--- config.mk ---
export PLATFORM = sky130hd
export DESIGN_NAME = least_squares_line_fit_unit
export DESIGN_NICKNAME = d
export VERILOG_FILES = /design/src/rtl/lsf_pkg.sv /design/src/rtl/lsf_datapath.sv /design/src/rtl/lsf_ctrl.sv /design/src/rtl/least_squares_line_fit_unit.sv
export SDC_FILE = /design/constraint.sdc
export NUM_CORES = 2
export LEC_CHECK = 0
export ABC_AREA = 0
export BUFFER_PORTS_ARGS = -buffer_cell sky130_fd_sc_hd__buf_4
export CAP_MARGIN = 20
export CORE_UTILIZATION = 59
export DETAILED_ROUTE_END_ITERATION = 8
export GPL_ROUTABILITY_DRIVEN = 0
export PLACE_DENSITY = 0.78
export SETUP_SLACK_MARGIN = 0.2
export SYNTH_ARGS = -nofsm -noshare
export SYNTH_HDL_FRONTEND = slang
export SYNTH_SLANG_ARGS = --single-unit
--- constraint.sdc ---
create_clock -name clk_i -period 5.6 [get_ports clk_i]
set_input_delay 0.28 -clock clk_i [delete_from_list [all_inputs] [get_ports clk_i]]
set_output_delay 0.28 -clock clk_i [all_outputs]
set_load 0.005 [all_outputs]
--- src/rtl/lsf_pkg.sv ---
package lsf_pkg;

  localparam int unsigned DIV_STEPS = 31;

  localparam logic [31:0] SAT_POS = 32'h7FFF_FFFF;
  localparam logic [31:0] SAT_NEG = 32'h8000_0000;

  typedef enum logic [2:0] {
    OP_N_SXX  = 3'd0,
    OP_SX_SX  = 3'd1,
    OP_N_SXY  = 3'd2,
    OP_SX_SY  = 3'd3,
    OP_SXX_SY = 3'd4,
    OP_SXY_SX = 3'd5
  } op_e;

  typedef struct packed {
    logic take_pair;
    logic mul_load;
    op_e  op;
    logic mul_step;
    logic den_save;
    logic div_load;
    logic div_check;
    logic div_step;
    logic div_store;
    logic sel_offset;
    logic out_load;
  } lsf_cmd_t;

  typedef struct packed {
    logic den_zero;
    logic out_free;
  } lsf_sts_t;

endpackage

--- src/rtl/lsf_datapath.sv ---
module lsf_datapath #(
  parameter int unsigned MAX_POINTS = 1024
) (
  input  logic             clk_i,
  input  logic             rst_ni,
  input  lsf_pkg::lsf_cmd_t cmd_i,
  output lsf_pkg::lsf_sts_t sts_o,
  input  logic [15:0]      x_value_i,
  input  logic [15:0]      y_value_i,
  input  logic             out_ready_i,
  output logic             out_valid_o,
  output logic [31:0]      slope_o,
  output logic [31:0]      offset_o,
  output logic             degenerate_o,
  output logic             overflow_o
);
  import lsf_pkg::*;

  localparam int unsigned LW = $clog2(MAX_POINTS);
  localparam int unsigned CW = $clog2(MAX_POINTS + 1);
  localparam int unsigned SW = 16 + LW;
  localparam int unsigned PW = 32 + LW;
  localparam int unsigned NW = 2 * LW + 48;
  localparam int unsigned DW = 2 * LW + 31;
  localparam int unsigned RW = NW + 16;

  logic [CW-1:0]        cnt_q;
  logic [SW-1:0]        sx_q, sy_q;
  logic [PW-1:0]        sxx_q, sxy_q;
  logic                 ovf_q;
  logic signed [31:0]   xx, xy;
  logic                 full;

  logic [PW-1:0]        mul_a, a_mag;
  logic [SW-1:0]        mul_b, b_mag;
  logic                 mul_sub;
  logic [NW-1:0]        mcand_q, acc_q, acc_mag;
  logic [SW-1:0]        mplier_q;
  logic                 neg_q;

  logic [DW-1:0]        den_q;
  logic                 degen_q;
  logic [RW-1:0]        rem_q, dsr_q, den_sat;
  logic [DIV_STEPS-1:0] quo_q;
  logic                 num_neg_q, sat_q, round_up;
  logic [31:0]          qr, res, slope_q, offset_q;

  logic                 out_valid_q, out_degen_q, out_ovf_q;
  logic [31:0]          out_slope_q, out_offset_q;

  assign xx   = $signed(x_value_i) * $signed(x_value_i);
  assign xy   = $signed(x_value_i) * $signed(y_value_i);
  assign full = (cnt_q == CW'(MAX_POINTS));

  always_ff @(posedge clk_i or negedge rst_ni) begin
    if (!rst_ni) begin
      cnt_q <= '0;
      sx_q  <= '0;
      sy_q  <= '0;
      sxx_q <= '0;
      sxy_q <= '0;
      ovf_q <= 1'b0;
    end else if (cmd_i.out_load) begin
      cnt_q <= '0;
      sx_q  <= '0;
      sy_q  <= '0;
      sxx_q <= '0;
      sxy_q <= '0;
      ovf_q <= 1'b0;
    end else if (cmd_i.take_pair) begin
      if (full) begin
        ovf_q <= 1'b1;
      end else begin
        cnt_q <= cnt_q + 1'b1;
        sx_q  <= sx_q + {{(SW-16){x_value_i[15]}}, x_value_i};
        sy_q  <= sy_q + {{(SW-16){y_value_i[15]}}, y_value_i};
        sxx_q <= sxx_q + {{(PW-32){xx[31]}}, xx};
        sxy_q <= sxy_q + {{(PW-32){xy[31]}}, xy};
      end
    end
  end

  always_comb begin
    mul_a   = '0;
    mul_b   = '0;
    mul_sub = 1'b0;
    case (cmd_i.op)
      OP_N_SXX: begin
        mul_a = sxx_q;
        mul_b = {{(SW-CW){1'b0}}, cnt_q};
      end
      OP_SX_SX: begin
        mul_a   = {{(PW-SW){sx_q[SW-1]}}, sx_q};
        mul_b   = sx_q;
        mul_sub = 1'b1;
      end
      OP_N_SXY: begin
        mul_a = sxy_q;
        mul_b = {{(SW-CW){1'b0}}, cnt_q};
      end
      OP_SX_SY: begin
        mul_a   = {{(PW-SW){sy_q[SW-1]}}, sy_q};
        mul_b   = sx_q;
        mul_sub = 1'b1;
      end
      OP_SXX_SY: begin
        mul_a = sxx_q;
        mul_b = sy_q;
      end
      OP_SXY_SX: begin
        mul_a   = sxy_q;
        mul_b   = sx_q;
        mul_sub = 1'b1;
      end
      default: begin
        mul_a   = '0;
        mul_b   = '0;
        mul_sub = 1'b0;
      end
    endcase
  end

  assign a_mag   = mul_a[PW-1] ? (~mul_a + 1'b1) : mul_a;
  assign b_mag   = mul_b[SW-1] ? (~mul_b + 1'b1) : mul_b;
  assign acc_mag = acc_q[NW-1] ? (~acc_q + 1'b1) : acc_q;
  assign den_sat = {{(RW-DW-31){1'b0}}, den_q, 31'b0};

  assign sts_o.den_zero = acc_q[NW-1] | (acc_q == '0);
  assign sts_o.out_free = !out_valid_q | out_ready_i;

  assign round_up = {rem_q, 1'b0} >= {{(RW+1-DW){1'b0}}, den_q};
  assign qr       = {1'b0, quo_q} + {31'b0, round_up};

  always_comb begin
    if (sat_q) begin
      res = num_neg_q ? SAT_NEG : SAT_POS;
    end else if (num_neg_q) begin
      res = ~qr + 1'b1;
    end else if (qr[31]) begin
      res = SAT_POS;
    end else begin
      res = qr;
    end
  end

  always_ff @(posedge clk_i) begin
    if (cmd_i.mul_load) begin
      mcand_q  <= {{(NW-PW){1'b0}}, a_mag};
      mplier_q <= b_mag;
      neg_q    <= mul_a[PW-1] ^ mul_b[SW-1] ^ mul_sub;
      if (!mul_sub) begin
        acc_q <= '0;
      end
    end
    if (cmd_i.mul_step) begin
      if (mplier_q[0]) begin
        acc_q <= neg_q ? (acc_q - mcand_q) : (acc_q + mcand_q);
      end
      mcand_q  <= {mcand_q[NW-2:0], 1'b0};
      mplier_q <= {1'b0, mplier_q[SW-1:1]};
    end
    if (cmd_i.den_save) begin
      den_q   <= acc_q[DW-1:0];
      degen_q <= sts_o.den_zero;
    end
    if (cmd_i.div_load) begin
      num_neg_q <= acc_q[NW-1];
      rem_q     <= cmd_i.sel_offset ? {8'b0, acc_mag, 8'b0} : {acc_mag, 16'b0};
      dsr_q     <= {{(RW-DW-30){1'b0}}, den_q, 30'b0};
      quo_q     <= '0;
    end
    if (cmd_i.div_check) begin
      sat_q <= rem_q >= den_sat;
    end
    if (cmd_i.div_step) begin
      if (rem_q >= dsr_q) begin
        rem_q <= rem_q - dsr_q;
        quo_q <= {quo_q[DIV_STEPS-2:0], 1'b1};
      end else begin
        quo_q <= {quo_q[DIV_STEPS-2:0], 1'b0};
      end
      dsr_q <= {1'b0, dsr_q[RW-1:1]};
    end
    if (cmd_i.div_store) begin
      if (cmd_i.sel_offset) begin
        offset_q <= res;
      end else begin
        slope_q <= res;
      end
    end
  end

  always_ff @(posedge clk_i or negedge rst_ni) begin
    if (!rst_ni) begin
      out_valid_q <= 1'b0;
    end else if (cmd_i.out_load) begin
      out_valid_q <= 1'b1;
    end else if (out_ready_i) begin
      out_valid_q <= 1'b0;
    end
  end

  always_ff @(posedge clk_i) begin
    if (cmd_i.out_load) begin
      out_slope_q  <= degen_q ? '0 : slope_q;
      out_offset_q <= degen_q ? '0 : offset_q;
      out_degen_q  <= degen_q;
      out_ovf_q    <= ovf_q;
    end
  end

  assign out_valid_o  = out_valid_q;
  assign slope_o      = out_slope_q;
  assign offset_o     = out_offset_q;
  assign degenerate_o = out_degen_q;
  assign overflow_o   = out_ovf_q;

endmodule

--- src/rtl/lsf_ctrl.sv ---
module lsf_ctrl #(
  parameter int unsigned MAX_POINTS = 1024
) (
  input  logic              clk_i,
  input  logic              rst_ni,
  input  logic              in_valid_i,
  input  logic              in_last_i,
  output logic              in_ready_o,
  input  lsf_pkg::lsf_sts_t sts_i,
  output lsf_pkg::lsf_cmd_t cmd_o
);
  import lsf_pkg::*;

  localparam int unsigned SW      = 16 + $clog2(MAX_POINTS);
  localparam int unsigned MAXSTEP = (SW > DIV_STEPS) ? SW : DIV_STEPS;
  localparam int unsigned CNTW    = $clog2(MAXSTEP);

  typedef enum logic [8:0] {
    ST_ACC   = 9'b000000001,
    ST_MLOAD = 9'b000000010,
    ST_MSTEP = 9'b000000100,
    ST_DEN   = 9'b000001000,
    ST_DLOAD = 9'b000010000,
    ST_DCHK  = 9'b000100000,
    ST_DSTEP = 9'b001000000,
    ST_DEND  = 9'b010000000,
    ST_WRITE = 9'b100000000
  } state_e;

  state_e          st_q, st_d;
  op_e             op_q, op_d;
  logic [CNTW-1:0] cnt_q, cnt_d;

  always_comb begin
    st_d           = st_q;
    op_d           = op_q;
    cnt_d          = cnt_q;
    in_ready_o     = 1'b0;
    cmd_o          = '0;
    cmd_o.op       = op_q;
    cmd_o.sel_offset = (op_q == OP_SXY_SX);
    case (st_q)
      ST_ACC: begin
        in_ready_o      = 1'b1;
        cmd_o.take_pair = in_valid_i;
        if (in_valid_i && in_last_i) begin
          op_d = OP_N_SXX;
          st_d = ST_MLOAD;
        end
      end
      ST_MLOAD: begin
        cmd_o.mul_load = 1'b1;
        cnt_d          = '0;
        st_d           = ST_MSTEP;
      end
      ST_MSTEP: begin
        cmd_o.mul_step = 1'b1;
        cnt_d          = cnt_q + 1'b1;
        if (cnt_q == CNTW'(SW - 1)) begin
          case (op_q)
            OP_N_SXX: begin
              op_d = OP_SX_SX;
              st_d = ST_MLOAD;
            end
            OP_SX_SX: st_d = ST_DEN;
            OP_N_SXY: begin
              op_d = OP_SX_SY;
              st_d = ST_MLOAD;
            end
            OP_SX_SY: st_d = ST_DLOAD;
            OP_SXX_SY: begin
              op_d = OP_SXY_SX;
              st_d = ST_MLOAD;
            end
            OP_SXY_SX: st_d = ST_DLOAD;
            default: st_d = ST_ACC;
          endcase
        end
      end
      ST_DEN: begin
        cmd_o.den_save = 1'b1;
        if (sts_i.den_zero) begin
          st_d = ST_WRITE;
        end else begin
          op_d = OP_N_SXY;
          st_d = ST_MLOAD;
        end
      end
      ST_DLOAD: begin
        cmd_o.div_load = 1'b1;
        st_d           = ST_DCHK;
      end
      ST_DCHK: begin
        cmd_o.div_check = 1'b1;
        cnt_d           = '0;
        st_d            = ST_DSTEP;
      end
      ST_DSTEP: begin
        cmd_o.div_step = 1'b1;
        cnt_d          = cnt_q + 1'b1;
        if (cnt_q == CNTW'(DIV_STEPS - 1)) begin
          st_d = ST_DEND;
        end
      end
      ST_DEND: begin
        cmd_o.div_store = 1'b1;
        if (op_q == OP_SXY_SX) begin
          st_d = ST_WRITE;
        end else begin
          op_d = OP_SXX_SY;
          st_d = ST_MLOAD;
        end
      end
      ST_WRITE: begin
        if (sts_i.out_free) begin
          cmd_o.out_load = 1'b1;
          st_d           = ST_ACC;
        end
      end
      default: st_d = ST_ACC;
    endcase
  end

  always_ff @(posedge clk_i or negedge rst_ni) begin
    if (!rst_ni) begin
      st_q  <= ST_ACC;
      op_q  <= OP_N_SXX;
      cnt_q <= '0;
    end else begin
      st_q  <= st_d;
      op_q  <= op_d;
      cnt_q <= cnt_d;
    end
  end

endmodule

--- src/rtl/least_squares_line_fit_unit.sv ---
// Channel  Dir  Transfer                 Contents
// s_axis   in   tvalid & tready          tdata {y_value, x_value}, tlast = last_pair
// m_axis   out  tvalid & tready          tdata {offset, slope}, tuser {overflow, degenerate}
//
// Pairs are taken one per cycle while accumulating; after the last pair the fit runs on
// one shift-add multiplier (multiplier operand SW = 16 + clog2(MAX_POINTS) bits) and one
// restoring divider; a zero denominator ends it early. s_axis_tready is low during the fit;
// the result register holds one transaction, and the next set accumulates while it waits
// on m_axis_tready. Reset clears the sums, the pair count and the output valid flag.
module least_squares_line_fit_unit #(
  parameter int unsigned MAX_POINTS = 1024
) (
  input  logic        clk_i,
  input  logic        rst_ni,
  input  logic        s_axis_tvalid,
  output logic        s_axis_tready,
  input  logic [31:0] s_axis_tdata,   // [15:0] x_value, [31:16] y_value
  input  logic        s_axis_tlast,
  output logic        m_axis_tvalid,
  input  logic        m_axis_tready,
  output logic [63:0] m_axis_tdata,   // [31:0] slope, [63:32] offset
  output logic [1:0]  m_axis_tuser    // [0] degenerate, [1] overflow
);
  import lsf_pkg::*;

  lsf_cmd_t    cmd;
  lsf_sts_t    sts;
  logic [31:0] slope, offset;
  logic        degenerate, overflow;

  lsf_ctrl #(
    .MAX_POINTS(MAX_POINTS)
  ) u_ctrl (
    .clk_i      (clk_i),
    .rst_ni     (rst_ni),
    .in_valid_i (s_axis_tvalid),
    .in_last_i  (s_axis_tlast),
    .in_ready_o (s_axis_tready),
    .sts_i      (sts),
    .cmd_o      (cmd)
  );

  lsf_datapath #(
    .MAX_POINTS(MAX_POINTS)
  ) u_datapath (
    .clk_i        (clk_i),
    .rst_ni       (rst_ni),
    .cmd_i        (cmd),
    .sts_o        (sts),
    .x_value_i    (s_axis_tdata[15:0]),
    .y_value_i    (s_axis_tdata[31:16]),
    .out_ready_i  (m_axis_tready),
    .out_valid_o  (m_axis_tvalid),
    .slope_o      (slope),
    .offset_o     (offset),
    .degenerate_o (degenerate),
    .overflow_o   (overflow)
  );

  assign m_axis_tdata = {offset, slope};
  assign m_axis_tuser = {overflow, degenerate};

`ifndef ASSERT_OFF
  a_load_when_free: assert property (@(posedge clk_i) disable iff (!rst_ni)
    cmd.out_load |-> sts.out_free)
    else $error("result loaded over a pending transaction");

  a_busy_after_last: assert property (@(posedge clk_i) disable iff (!rst_ni)
    (s_axis_tvalid && s_axis_tready && s_axis_tlast) |=> !s_axis_tready)
    else $error("pair accepted during fit");

  a_degen_zero: assert property (@(posedge clk_i) disable iff (!rst_ni)
    (m_axis_tvalid && m_axis_tuser[0]) |-> (m_axis_tdata == '0))
    else $error("degenerate result with nonzero fit");

  a_one_cmd: assert property (@(posedge clk_i) disable iff (!rst_ni)
    $onehot0({cmd.take_pair, cmd.mul_load, cmd.mul_step, cmd.den_save, cmd.div_load,
              cmd.div_check, cmd.div_step, cmd.div_store, cmd.out_load}))
    else $error("overlapping datapath commands");
`endif

endmodule
==> run metrics <==
status finished, violations left; failing checks design-rule violations, negative setup slack; reg2reg start u_datapath.den_q[1]; dpl cells 10265; CTS max path bufs 3; Compound-Gate Fraction of Synth Area 18.0%; vias in the first global route 64697; Layout Nets 10037; min-delay worst type primary input to flop; Port Buf Inserts 104; highest routed layer met5; XOR/XNOR share of the synthesized area 6.99%; largest net degree at the start of global routing 125; # IOs 105; Least-Margin Pin Slew 1.15 ns; DP HPWL 162000 um; flops & latches, synth 709; Max Cap Violations 0; critical path class primary input to flop; mux share of post-synthesis cell area 0.750%; GRT Util Overall 34.7%; drt via density 6.27; share of post-route cells with drive strength above 1 21.4%; RSZ-0062 raised after global routing true; Post-Synth Simple-Gate Area 16.5%; commonest cells in the synthesized netlist 923 x inv_1, 727 x nand2_1, 579 x ha_1; initial DRC count 7015; cell area after synthesis 0.0710 mm^2; final cell count without fillers 10590; setup ws final -2.60 ns; Worst EP arrival 8.78 ns; die area 0.122 mm^2; TritonRoute pass-1 iters 9; count of final hold-check violations 0; total global routing overflow 0; largest cells by area after synthesis edfxtp_1 16%, fa_1 14%, ha_1 10%; most common cell in the netlist inv_1; Detail Route met2 WL 105000 um; adder-cell share of the synthesized area 24.3%; # setup viols final 83; Setup crit end kind flop; slew margin rel. 23.1%; Die X-Extent 349 um; Async SR Flop Fraction 23.4%; DR WL/cell 21.4 um; Reg clk slew, reported paths 0.07 ns; DRC viols 27; root buffer cell clkbuf_16; r2r setup slk -0.33 ns; initial antenna violation count 7; Netlist cell types 118; TNS Setup -106.26 ns; core area 0.119 mm^2; Worst path slowest cell fa_2; P&R area growth vs syn 22.4%; final WL 227000 um; Tcrit/Tclk final 146%; final setup skew 0.0381 ns; Yosys top cell area share 16.4%; CP startpoint kind primary input; register area share after synthesis 26.6%; Main synth FF type edfxtp_1; Worst Path Max Fanout 8; clock tree sinks 709; Metal-1 WL 84200 um; Max Clock Freq 122 MHz; via count 66414; EDFF count, synth 389; row count 126; Crit path largest cell delay 0.58 ns; H-tree Lvls 3; Detail Route Antenna Nets 0; hold path depth 4; worst hold start s_axis_tlast; CP Data Required Time 6.18 ns; minimum clock period 8.20 ns; Post-Syn Nets 9220; Cells after Synth 8105; Starting Density 59.8%; TritonCTS clock tree yes; first-pass GRT wire length 341000 um; R2R cell count 30; Avg Cell Area, Syn 8.77 um^2; Final Max Slew Viols 0; largest family of logic cells by synthesized area adder cells; total CTS buffers 77; area leader, netlist edfxtp_1; number of synthesis warnings 0; met3 WL 22600 um; Worst Hold End u_ctrl.st_q[0]; Fillers 7870; capturing point of the worst reg2reg path u_datapath.offset_q[24]; Die Y 349 um; Worst-Skew Late Latency 0.67 ns
==> worst max path at each step <==
stage                      from                   end  slack [ns]  cells after the start
2_1_floorplan   s_axis_tdata[7]  u_datapath.sxy_q[41]       -2.32                     33
6_report       s_axis_tdata[22]  u_datapath.sxy_q[41]       -2.60                     34
4_1_cts         s_axis_tdata[5]  u_datapath.sxy_q[41]       -2.11                     35
5_1_grt        s_axis_tdata[22]  u_datapath.sxy_q[41]       -2.77                     35
3_5_place_dp    s_axis_tdata[7]  u_datapath.sxy_q[41]       -2.95                     34
3_3_place_gp    s_axis_tdata[7]  u_datapath.sxy_q[41]       -2.78                     34
==> sequential cells by signal (all words and copies together) (netlist names), 9 cells and up <==
signal	flops
u_datapath.quo_q	31
u_datapath.sxx_q	42
u_datapath.slope_q	32
u_datapath.slope_o	32
u_datapath.rem_q	84
u_datapath.den_q	51
u_datapath.sxy_q	42
u_datapath.dsr_q	81
u_datapath.cnt_q	11
u_datapath.acc_q	68
u_datapath.sx_q	26
u_datapath.offset_q	32
u_datapath.sy_q	26
u_ctrl.st_q	9
u_datapath.mcand_q	68
u_datapath.offset_o	32
u_datapath.mplier_q	26
==> critical path: cells and delay by family <==
kind | cells | cell delay, ns
adder cells (fa/ha/maj) | 8 | 3.66
AO/OA/AOI/OAI | 16 | 3.55
AND/OR/NAND/NOR | 3 | 0.59
buffers and inverters | 6 | 0.50
XOR/XNOR | 1 | 0.22
==> stage by stage <==
stage | worst slack [ns] | cell area, um^2 | hold WS [ns] | util, %
global placement | -2.78 | 79600 | 0.307 | 67.1
global route | -2.77 | 87000 | 0.0548 | 73.3
finish | -2.60 | 87000 | 0.0619 | 73.3
detailed placement | -2.95 | 79600 | 0.309 | 67.1
CTS | -2.11 | 84600 | 0.0294 | 71.3
floorplan | -2.32 | 72300 | -0.0156 | -
==> final cells by class <==
| class | count | area, um^2 | share of cell area (%) |
|---|---|---|---|
| Timing Repair Buffer | 1095 | 9130 | 10.5 |
| Multi-Input combinational cell | 6109 | 50700 | 58.3 |
| Clock buffer | 94 | 2090 | 2.41 |
| Antenna cell | 3 | 7.51 | 0.00863 |
| Tap cell | 1600 | 2000 | 2.30 |
| Sequential cell | 709 | 18900 | 21.8 |
| Inverter | 930 | 3510 | 4.04 |
| Clock inverter | 50 | 564 | 0.649 |
==> placed cells by master, fill, tap and decap left out, types with 163 or more instances in the layout <==
cell      count
a21o_1      239
a21oi_1     446
and2_1      195
buf_4       918
dfrtp_1     163
edfxtp_1    389
fa_1        477
ha_1        512
inv_1       861
nand2_1     686
nand3_1     220
nor2_1      483
o21ai_0     453
xnor2_1     309
xor2_1      220
==> cells by family (layout without fill, tap and decap cells) <==
kind of cell,after synthesis,count (layout)
multiplexers,52,52
buffers and inverters,1287,2169
flip-flops,709,709
AO/OA/AOI/OAI,2016,2016
AND/OR/NAND/NOR,2397,2397
adder cells (fa/ha/maj),1078,1078
other,0,3
XOR/XNOR,566,566
==> layer usage <==
| layer | track usage [%] | vias to the layer above |
|---|---|---|
| li1 | - | 29661 |
| met1 | 44.0 | 31976 |
| met2 | 57.4 | 3738 |
| met3 | 5.71 | 1035 |
| met4 | 17.1 | 4 |
| met5 | 0 | - |
==> repair_timing <==
action | 4_1_cts | 5_1_grt
endpoints found under the hold margin | 66 | 0
gates cloned | 2 | 0
gates resized for setup | 395 | 383
pin swaps | 247 | 250
hold buffers | 3 | 0
endpoints found under the setup margin | 122 | 138
setup buffers | 87 | 84
Power is not shown: default switching activity piles up to over one toggle a cycle in this logic, so the estimate is an artifact.
